[config.mk]
export PLATFORM = sky130hd
export DESIGN_NAME = timer_slot_table
export DESIGN_NICKNAME = d
export VERILOG_FILES = /design/src/tst_pkg.sv /design/src/tst_slot_mem.sv /design/src/tst_ctrl.sv /design/src/timer_slot_table.sv
export SDC_FILE = /design/constraint.sdc
export NUM_CORES = 2
export LEC_CHECK = 0
export BUFFER_PORTS_ARGS = -buffer_cell sky130_fd_sc_hd__buf_2
export CORE_AREA = 8 8 323 325
export CTS_CLUSTER_DIAMETER = 100
export DETAILED_ROUTE_END_ITERATION = 16
export DIE_AREA = 0 0 331 333
export GPL_ROUTABILITY_DRIVEN = 0
export PLACE_DENSITY_LB_ADDON = 0.2
export SLEW_MARGIN = 40
export SYNTH_ARGS = -nofsm -noshare
export SYNTH_HDL_FRONTEND = slang
export SYNTH_SLANG_ARGS = --single-unit
[constraint.sdc]
create_clock -name clk -period 49.8 [get_ports clk]
set_input_delay 4.98 -clock clk [delete_from_list [all_inputs] [get_ports clk]]
set_output_delay 4.98 -clock clk [all_outputs]
set_load 0.01 [all_outputs]
[src/tst_pkg.sv]
// ----------------------------------------------------------------------------
// tst_pkg
// Shared types and codes of the timer slot table.
// ----------------------------------------------------------------------------
package tst_pkg;

    localparam logic [1:0] CMD_TICK  = 2'd0;
    localparam logic [1:0] CMD_START = 2'd1;
    localparam logic [1:0] CMD_STOP  = 2'd2;

    localparam logic [1:0] KIND_START  = 2'd0;
    localparam logic [1:0] KIND_STOP   = 2'd1;
    localparam logic [1:0] KIND_EXPIRY = 2'd2;

    localparam logic [1:0] ST_OK    = 2'd0;
    localparam logic [1:0] ST_NOEXS = 2'd1;
    localparam logic [1:0] ST_PAR   = 2'd2;

    localparam logic [9:0] TICK_RESET  = 10'd10;
    localparam logic [3:0] MAX_RESULTS = 4'd8;

    // one slot's stored word
    typedef struct packed {
        logic [23:0] remaining;
        logic [31:0] stamp;
        logic [31:0] tag;
    } entry_t;

    typedef struct packed {
        logic [1:0]  kind;
        logic [1:0]  status;
        logic [2:0]  slot;
        logic [31:0] stamp;
        logic [31:0] tag;
        logic        last;
    } result_t;

endpackage

[src/tst_slot_mem.sv]
// ----------------------------------------------------------------------------
// tst_slot_mem
// Slot storage: one write port, one read port, registered read data.
// ----------------------------------------------------------------------------
module tst_slot_mem #(
    parameter int NUM_SLOTS = 8
) (
    input  logic                                    clk,
    input  logic                                    wr_en,
    input  logic [((NUM_SLOTS > 1) ? $clog2(NUM_SLOTS) : 1)-1:0] wr_addr,
    input  tst_pkg::entry_t                         wr_data,
    input  logic                                    rd_en,
    input  logic [((NUM_SLOTS > 1) ? $clog2(NUM_SLOTS) : 1)-1:0] rd_addr,
    output tst_pkg::entry_t                         rd_data
);

    tst_pkg::entry_t mem [NUM_SLOTS];

    always_ff @(posedge clk)
    begin
        if (wr_en)
        begin
            mem[wr_addr] <= wr_data;
        end
        if (rd_en)
        begin
            rd_data <= mem[rd_addr];
        end
    end

endmodule

[src/tst_ctrl.sv]
// ----------------------------------------------------------------------------
// tst_ctrl
// Command sequencer: busy flags, stamp counter, slot scan and result register.
// ----------------------------------------------------------------------------
module tst_ctrl #(
    parameter int NUM_SLOTS = 8
) (
    input  logic             clk,
    input  logic             rst_n,
    input  logic             cfg_we,
    input  logic [9:0]       cfg_wdata,
    input  logic             in_valid,
    output logic             in_ready,
    input  logic [1:0]       in_command,
    input  logic [23:0]      in_timeout_ms,
    input  logic [31:0]      in_user_tag,
    input  logic [7:0]       in_slot_index,
    input  logic [31:0]      in_handle_stamp,
    output logic             out_valid,
    input  logic             out_ready,
    output tst_pkg::result_t out_result
);

    localparam int IDX_W = (NUM_SLOTS > 1) ? $clog2(NUM_SLOTS) : 1;

    typedef enum logic [2:0] {
        S_IDLE,
        S_EXEC,
        S_TICK_RD,
        S_TICK_EV,
        S_TICK_FIN,
        S_STOP_EV
    } state_t;

    state_t               state_reg, state_next;
    logic [9:0]           tick_reg, tick_next;
    logic [NUM_SLOTS-1:0] in_use_reg, in_use_next;
    logic [31:0]          stamp_ctr_reg, stamp_ctr_next;
    logic [IDX_W-1:0]     idx_reg, idx_next;
    logic [3:0]           n_reg, n_next;
    logic                 pend_valid_reg, pend_valid_next;
    tst_pkg::result_t     pend_reg, pend_next;
    logic                 out_valid_reg, out_valid_next;
    tst_pkg::result_t     out_reg, out_next;

    logic [1:0]           cmd_reg, cmd_next;
    logic [23:0]          timeout_reg, timeout_next;
    logic [31:0]          tag_reg, tag_next;
    logic [7:0]           sidx_reg, sidx_next;
    logic [31:0]          hstamp_reg, hstamp_next;

    logic                 mem_wr_en, mem_rd_en;
    logic [IDX_W-1:0]     mem_wr_addr, mem_rd_addr;
    tst_pkg::entry_t      mem_wr_data, mem_rd_data;

    logic                 out_free, out_load;
    tst_pkg::result_t     res;
    logic                 free_found;
    logic [IDX_W-1:0]     free_idx;
    logic [7:0]           free_wide, idx_wide;
    logic                 sidx_in_range;
    logic [IDX_W-1:0]     sidx_trunc;
    logic                 expire, scan_end;
    logic [23:0]          tick_wide;

    tst_slot_mem #(
        .NUM_SLOTS (NUM_SLOTS)
    ) u_mem (
        .clk     (clk),
        .wr_en   (mem_wr_en),
        .wr_addr (mem_wr_addr),
        .wr_data (mem_wr_data),
        .rd_en   (mem_rd_en),
        .rd_addr (mem_rd_addr),
        .rd_data (mem_rd_data)
    );

    assign in_ready   = (state_reg == S_IDLE);
    assign out_valid  = out_valid_reg;
    assign out_result = out_reg;
    assign out_free   = !out_valid_reg || out_ready;

    // lowest free slot
    always_comb
    begin
        free_found = 1'b0;
        free_idx   = '0;
        for (int i = NUM_SLOTS - 1; i >= 0; i--)
        begin
            if (!in_use_reg[i])
            begin
                free_found = 1'b1;
                free_idx   = IDX_W'(i);
            end
        end
    end

    assign free_wide     = 8'(free_idx);
    assign idx_wide      = 8'(idx_reg);
    assign sidx_in_range = ({1'b0, sidx_reg} < 9'(NUM_SLOTS));
    assign sidx_trunc    = sidx_reg[IDX_W-1:0];
    assign tick_wide     = {14'd0, tick_reg};
    assign expire        = (mem_rd_data.remaining <= tick_wide);
    assign scan_end      = (idx_reg == IDX_W'(NUM_SLOTS - 1));

    always_comb
    begin
        state_next      = state_reg;
        tick_next       = cfg_we ? cfg_wdata : tick_reg;
        in_use_next     = in_use_reg;
        stamp_ctr_next  = stamp_ctr_reg;
        idx_next        = idx_reg;
        n_next          = n_reg;
        pend_valid_next = pend_valid_reg;
        pend_next       = pend_reg;
        cmd_next        = cmd_reg;
        timeout_next    = timeout_reg;
        tag_next        = tag_reg;
        sidx_next       = sidx_reg;
        hstamp_next     = hstamp_reg;
        mem_wr_en       = 1'b0;
        mem_wr_addr     = idx_reg;
        mem_wr_data     = mem_rd_data;
        mem_rd_en       = 1'b0;
        mem_rd_addr     = idx_reg;
        out_load        = 1'b0;
        res             = '0;
        res.last        = 1'b1;

        case (state_reg)
            S_IDLE:
            begin
                if (in_valid)
                begin
                    cmd_next     = in_command;
                    timeout_next = in_timeout_ms;
                    tag_next     = in_user_tag;
                    sidx_next    = in_slot_index;
                    hstamp_next  = in_handle_stamp;
                    state_next   = S_EXEC;
                end
            end

            S_EXEC:
            begin
                case (cmd_reg)
                    tst_pkg::CMD_TICK:
                    begin
                        idx_next        = '0;
                        n_next          = '0;
                        pend_valid_next = 1'b0;
                        state_next      = S_TICK_RD;
                    end
                    tst_pkg::CMD_START:
                    begin
                        res.kind = tst_pkg::KIND_START;
                        if (out_free)
                        begin
                            out_load   = 1'b1;
                            state_next = S_IDLE;
                            if (timeout_reg <= tick_wide)
                            begin
                                res.status = tst_pkg::ST_PAR;
                            end
                            else if (free_found)
                            begin
                                res.status            = tst_pkg::ST_OK;
                                res.slot              = free_wide[2:0];
                                res.stamp             = stamp_ctr_reg;
                                mem_wr_en             = 1'b1;
                                mem_wr_addr           = free_idx;
                                mem_wr_data.remaining = timeout_reg;
                                mem_wr_data.stamp     = stamp_ctr_reg;
                                mem_wr_data.tag       = tag_reg;
                                in_use_next[free_idx] = 1'b1;
                                stamp_ctr_next        = stamp_ctr_reg + 32'd1;
                            end
                            else
                            begin
                                res.status = tst_pkg::ST_NOEXS;
                            end
                        end
                    end
                    tst_pkg::CMD_STOP:
                    begin
                        res.kind = tst_pkg::KIND_STOP;
                        if (!sidx_in_range)
                        begin
                            res.status = tst_pkg::ST_PAR;
                            if (out_free)
                            begin
                                out_load   = 1'b1;
                                state_next = S_IDLE;
                            end
                        end
                        else if (!in_use_reg[sidx_trunc])
                        begin
                            res.status = tst_pkg::ST_NOEXS;
                            res.slot   = sidx_reg[2:0];
                            if (out_free)
                            begin
                                out_load   = 1'b1;
                                state_next = S_IDLE;
                            end
                        end
                        else
                        begin
                            mem_rd_en   = 1'b1;
                            mem_rd_addr = sidx_trunc;
                            state_next  = S_STOP_EV;
                        end
                    end
                    default:
                    begin
                        state_next = S_IDLE;
                    end
                endcase
            end

            S_STOP_EV:
            begin
                res.kind = tst_pkg::KIND_STOP;
                res.slot = sidx_reg[2:0];
                if (mem_rd_data.stamp == hstamp_reg)
                begin
                    res.status = tst_pkg::ST_OK;
                    res.stamp  = hstamp_reg;
                end
                else
                begin
                    res.status = tst_pkg::ST_NOEXS;
                end
                if (out_free)
                begin
                    out_load   = 1'b1;
                    state_next = S_IDLE;
                    if (mem_rd_data.stamp == hstamp_reg)
                    begin
                        in_use_next[sidx_trunc] = 1'b0;
                    end
                end
            end

            S_TICK_RD:
            begin
                if (in_use_reg[idx_reg])
                begin
                    mem_rd_en  = 1'b1;
                    state_next = S_TICK_EV;
                end
                else if (scan_end)
                begin
                    state_next = S_TICK_FIN;
                end
                else
                begin
                    idx_next = idx_reg + IDX_W'(1);
                end
            end

            S_TICK_EV:
            begin
                res = pend_reg;
                res.last = 1'b0;
                // an expiry waits here while the previous one cannot leave yet
                if (!(expire && n_reg != tst_pkg::MAX_RESULTS
                      && pend_valid_reg && !out_free))
                begin
                    mem_wr_en = 1'b1;
                    if (!expire)
                    begin
                        mem_wr_data.remaining = mem_rd_data.remaining - tick_wide;
                    end
                    else if (n_reg == tst_pkg::MAX_RESULTS)
                    begin
                        // over the per-tick limit: keep busy, fire next tick
                        mem_wr_data.remaining = 24'd1;
                    end
                    else
                    begin
                        mem_wr_data.remaining = '0;
                        out_load              = pend_valid_reg;
                        pend_valid_next       = 1'b1;
                        pend_next.kind        = tst_pkg::KIND_EXPIRY;
                        pend_next.status      = tst_pkg::ST_OK;
                        pend_next.slot        = idx_wide[2:0];
                        pend_next.stamp       = mem_rd_data.stamp;
                        pend_next.tag         = mem_rd_data.tag;
                        pend_next.last        = 1'b0;
                        in_use_next[idx_reg]  = 1'b0;
                        n_next                = n_reg + 4'd1;
                    end
                    if (scan_end)
                    begin
                        state_next = S_TICK_FIN;
                    end
                    else
                    begin
                        idx_next   = idx_reg + IDX_W'(1);
                        state_next = S_TICK_RD;
                    end
                end
            end

            S_TICK_FIN:
            begin
                res = pend_reg;
                res.last = 1'b1;
                if (!pend_valid_reg)
                begin
                    state_next = S_IDLE;
                end
                else if (out_free)
                begin
                    out_load        = 1'b1;
                    pend_valid_next = 1'b0;
                    state_next      = S_IDLE;
                end
            end

            default:
            begin
                state_next = S_IDLE;
            end
        endcase

        out_valid_next = out_valid_reg;
        out_next       = out_reg;
        if (out_load)
        begin
            out_valid_next = 1'b1;
            out_next       = res;
        end
        else if (out_ready)
        begin
            out_valid_next = 1'b0;
        end
    end

    always_ff @(posedge clk or negedge rst_n)
    begin
        if (!rst_n)
        begin
            state_reg      <= S_IDLE;
            tick_reg       <= tst_pkg::TICK_RESET;
            in_use_reg     <= '0;
            stamp_ctr_reg  <= '0;
            idx_reg        <= '0;
            n_reg          <= '0;
            pend_valid_reg <= 1'b0;
            out_valid_reg  <= 1'b0;
        end
        else
        begin
            state_reg      <= state_next;
            tick_reg       <= tick_next;
            in_use_reg     <= in_use_next;
            stamp_ctr_reg  <= stamp_ctr_next;
            idx_reg        <= idx_next;
            n_reg          <= n_next;
            pend_valid_reg <= pend_valid_next;
            out_valid_reg  <= out_valid_next;
        end
    end

    always_ff @(posedge clk)
    begin
        pend_reg    <= pend_next;
        out_reg     <= out_next;
        cmd_reg     <= cmd_next;
        timeout_reg <= timeout_next;
        tag_reg     <= tag_next;
        sidx_reg    <= sidx_next;
        hstamp_reg  <= hstamp_next;
    end

endmodule

[src/timer_slot_table.sv]
// ----------------------------------------------------------------------------
// timer_slot_table
// Table of one-shot timer slots driven by tick, start and stop commands.
// ----------------------------------------------------------------------------
// Commands arrive on the s_ stream (kind in s_tuser), results leave on the
// m_ stream (kind in m_tuser, final result of a command on m_tlast).
// cfg_we loads tick_interval; write it only while the block is idle.
// Start and stop give one reply each. A tick gives one expiry per slot that
// runs out (at most 8), in slot order, and nothing if none expires.
// Timing: a command is taken when the sequencer is idle. Start is a transfer,
// then a decode with the reply loaded; stop adds one slot memory read before
// the reply when the slot is busy. A tick scans the slots one at a time: an
// idle slot is stepped over, a busy slot is read, then written back; the scan
// follows the transfer and decode and ends with the final result.
// A result sits in an output register; a new command can be taken while it
// waits. When m_tready is low the sequencer holds at the next result.
// Reset clears the busy flags, the stamp counter and the output valid flag; slot memory
// contents are ignored until a start writes them.
// ----------------------------------------------------------------------------
module timer_slot_table #(
    parameter int NUM_SLOTS = 8
) (
    input  logic        clk,
    input  logic        rst_n,
    input  logic        cfg_we,
    input  logic [9:0]  cfg_wdata,     // tick_interval
    input  logic        s_tvalid,
    output logic        s_tready,
    input  logic [95:0] s_tdata,       // timeout_ms, user_tag, slot_index, handle_stamp
    input  logic [1:0]  s_tuser,       // command
    output logic        m_tvalid,
    input  logic        m_tready,
    output logic [71:0] m_tdata,       // status, slot, stamp, tag_out, zero pad
    output logic [1:0]  m_tuser,       // event_kind
    output logic        m_tlast
);

    tst_pkg::result_t res;

    tst_ctrl #(
        .NUM_SLOTS (NUM_SLOTS)
    ) u_ctrl (
        .clk             (clk),
        .rst_n           (rst_n),
        .cfg_we          (cfg_we),
        .cfg_wdata       (cfg_wdata),
        .in_valid        (s_tvalid),
        .in_ready        (s_tready),
        .in_command      (s_tuser),
        .in_timeout_ms   (s_tdata[23:0]),
        .in_user_tag     (s_tdata[55:24]),
        .in_slot_index   (s_tdata[63:56]),
        .in_handle_stamp (s_tdata[95:64]),
        .out_valid       (m_tvalid),
        .out_ready       (m_tready),
        .out_result      (res)
    );

    assign m_tdata = {3'd0, res.tag, res.stamp, res.slot, res.status};
    assign m_tuser = res.kind;
    assign m_tlast = res.last;

endmodule

==> metrics.log <==
INFO  metric run_status = completed
INFO  metric finalHoldViolCount = 0
INFO  metric post_cts_buffers = 0
INFO  metric chipHeight = approximately 330 µm
INFO  metric multi_input_area = between 10000 and 15000 µm²
INFO  metric synth_seq_area_share = 0.732
INFO  metric synth-edff-count = 1029
INFO  metric detail_route.drc_violations = 0
INFO  metric synthFlopType = edfxtp_1
INFO  metric synth_warnings = 0
INFO  metric cts-hold-fix-buffers = 0
INFO  metric global_route.usage.total = 0.189
INFO  metric grt_first_pass_wirelength = 157000 µm
INFO  metric syn2layout_area_growth = 13.8%
INFO  metric initial_utilization = 0.447
INFO  metric vias = roughly 24000
INFO  metric numPortBuffers = between 150 and 200
INFO  metric p_leak = 18.2 nW
INFO  metric drtPass1Iterations = 6
INFO  metric power.net_switching = slightly below 0.9 mW
INFO  metric maxCapViolations = 0
INFO  metric ys_ff_latch = between 1000 and 1500
INFO  metric final_max_slew_viol_count = 0
INFO  metric antenna-diode-count = 0
INFO  metric ctsHtreeMaxLevel = 3
INFO  metric switching_share_of_total_power = 0.309
INFO  metric chipWidth = around 330 µm
INFO  metric fp-row-count = approximately 120
INFO  metric layout_worst_path_cycle_share = 0.172
INFO  metric timing.critical_path.buf_inv = 3
INFO  metric cts_tree = built
INFO  metric floorplan.io_pins = 190
INFO  metric hold-worst-slack = ~0.45 ns
INFO  metric drive_above_1_share = 0.245
INFO  metric max_flop_register = u_ctrl.u_mem.mem
INFO  metric clockRootBuffer = clkbuf_16
INFO  metric critPathSlowestCell = and3_4
INFO  metric antenna_violations_before_repair = 4
INFO  metric timing.final.setup_violations = 0
INFO  metric clock-sinks = ~1100
INFO  metric placed_cells = between 3000 and 4000
INFO  metric share_seq_of_total_power = 0.465
INFO  metric crit_path_max_incr_delay = between 0.6 and 0.7 ns
INFO  metric buffer_levels_on_the_longest_clock_path = 3
INFO  metric placeableCoreArea = about 100000 µm²
INFO  metric power_density = 57.4 nW/µm²
INFO  metric dr.first_iter.drc_count = approximately 2400
INFO  metric cp_max_fo = 39
INFO  metric final_common_cell = edfxtp_1
INFO  metric largest_register_ff_count = 704
INFO  metric setup_total_negative_slack = 0 ns
INFO  metric yosys-top-cells-area = edfxtp_1, mux2i_1, mux2_2
INFO  metric synth.distinct_cells = 79
INFO  metric dieArea = between 100000 and 150000 µm²
INFO  metric worst_clock_skew = 0.0173 ns
INFO  metric critical_path_class = in2reg
INFO  metric critical-path-top-delay-family = simple AND/OR/NAND/NOR gates
INFO  metric worst-endpoint-arrival = 8.85 ns
INFO  metric route.final.wire_length = ~110000 µm
INFO  metric cell_internal_pwr = between 2 and 2.5 mW
INFO  metric cts_repair_resize_count = 0
INFO  metric rsz0062_at_grt = no
INFO  metric max_slew.worst_pin.slew = 0.850 ns
INFO  metric power.combinational.fraction = 0.258
INFO  metric vias_per_cell = approximately 5.7
INFO  metric min_path_type = reg2reg
INFO  metric clock_power_share = 0.277
INFO  metric dpl.hpwl = 60300 µm
INFO  metric period_minus_slack = approximately 8.6 ns
INFO  metric end_kind = register
INFO  metric grt_pass1_vias = between 20000 and 25000
INFO  metric detail-route-antenna-nets = 0
INFO  metric tritoncts.num_buffers = about 110
INFO  metric worst_skew_pair.late_latency = roughly 0.67 ns
INFO  metric finalCoreUtilization = 0.508
INFO  metric synth_cells = 2543
INFO  metric worst_slew_margin_rel = 0.433
INFO  metric final_nets = 2905
INFO  metric fillers = between 8000 and 9000
INFO  metric postSynth.asyncResetShare = 0.0568
INFO  metric mostFrequentLayoutCells = edfxtp_1, mux2i_1, buf_2, mux2_2, clkbuf_16
INFO  metric ir_worst_vdd = approximately 0.036 mV
INFO  metric clk_pin_slew_worst_paths = approximately 0.060 ns
INFO  metric ff_latch_area = roughly 32000 µm²
INFO  metric avgRoutedWirePerCell = ~26 µm
INFO  metric synth_top_area_frac = 0.697
INFO  metric synth.largest_area_cell = edfxtp_1
INFO  metric post_synth.cell_area_avg = approximately 17 µm²
INFO  metric fmax = roughly 120 MHz
INFO  metric grt_overflow_total = 0
INFO  metric final-instance-count-excl-fill = around 4200
INFO  metric netlist_area = 44300 µm²
INFO  metric critical_path.cell_chain = buf_2 -> nand2b_1 -> nand2_1 -> or3_1 -> a31o_2 -> nand2_1 -> a21oi_1 -> a21oi_1 -> and3_4 -> buf_12 -> buf_4
INFO  metric critPathRequiredTime = roughly 50 ns
INFO  metric worst_setup_path_start_kind = input pin
INFO  metric grt_max_degree = approximately 140
==> cell usage after synthesis (15+ instances only) <==
| cell type | count |
|---|---|
| a21oi_1 | 39 |
| a221oi_2 | 79 |
| a222oi_1 | 32 |
| and2_1 | 37 |
| buf_2 | 36 |
| buf_4 | 15 |
| clkbuf_1 | 62 |
| dfrtp_1 | 60 |
| edfxtp_1 | 1029 |
| ha_1 | 29 |
| inv_1 | 63 |
| mux2_1 | 60 |
| mux2_2 | 158 |
| mux2_4 | 27 |
| mux2i_1 | 189 |
| nand2_1 | 70 |
| nand3_1 | 23 |
| nand4_1 | 21 |
| nor2_1 | 61 |
| nor3_1 | 21 |
| o21ai_0 | 59 |
| o22ai_1 | 85 |
| xnor2_1 | 54 |
| xor2_1 | 24 |
==> worst register-to-register path: cells and delay by family (launching register included) <==
family	cells	cell delay (ns)
adder cells (fa/ha/maj)	1	0.32
buffers and inverters	3	1.05
AO/OA/AOI/OAI	3	1.03
AND/OR/NAND/NOR	5	1.71
flip-flops	1	0.52
==> power groups by stage <==
stage          sequential (mW)  clock (mW)  combinational, mW
2_1_floorplan             1.36           0              0.518
3_3_place_gp              1.36           0              0.719
3_5_place_dp              1.37           0              0.744
4_1_cts                   1.35       0.819              0.749
5_1_grt                   1.36       0.853              0.808
6_report                  1.35       0.801              0.748
==> cell type report <==
cell class | instances | area share
Clock inverter | 67 | 0.0114
Timing Repair Buffer | 233 | 0.0298
Inverter | 63 | 0.00469
Multi-Input combinational cell | 1262 | 0.220
Tap cell | 1298 | 0.0322
Clock buffer | 141 | 0.0581
Sequential cell | 1091 | 0.643
==> layer usage <==
| layer | up-vias | GRT usage | routed length, µm |
|---|---|---|---|
| met5 | - | 0 | 0 |
| met4 | 0 | 0.0549 | 2610 |
| met3 | 160 | 0.0301 | 6110 |
| met2 | 747 | 0.306 | 50600 |
| met1 | 12300 | 0.264 | 47800 |
| li1 | 10600 | - | - |
==> final timing paths <==
kind / slack (ns) / startpoint / cells after the start / end
min in group asynchronous: 4.24 / rst_n / 1 / u_ctrl.n_reg[3]
max: 41.25 / m_tready / 11 / u_ctrl.u_mem.mem[1][37]
min reg2reg: 0.45 / u_ctrl.u_mem.rd_data[24] / 0 / u_ctrl.pend_reg[25]
min: 0.45 / u_ctrl.u_mem.rd_data[24] / 0 / u_ctrl.pend_reg[25]
max reg2reg: 44.78 / u_ctrl.tick_reg[1] / 12 / u_ctrl.u_mem.mem[1][37]
max in group asynchronous: 44.43 / rst_n / 2 / u_ctrl.stamp_ctr_reg[4]
==> stage by stage <==
stage          setup WS (ns)  total power, mW  area [µm²]
2_1_floorplan          28.74             1.88       44400
3_3_place_gp           40.34             2.08       46700
3_5_place_dp           40.50             2.11       46800
4_1_cts                41.25             2.92       50300
5_1_grt                41.03             3.02       50500
6_report               41.25             2.90       50500
==> cells by family (layout without fill, tap and decap cells) <==
logic type      after synthesis  count (layout)  synth area share
flops                      1091            1091             0.732
mux                         435             435             0.108
compound gates              402             402            0.0773
simple gates                314             314            0.0382
buf+inv                     192             504            0.0209
xor+xnor                     78              78            0.0154
fa+ha+maj                    30              30           0.00863
other cells                   1               3         0.0000846
Power figures use the tool's default switching activity.
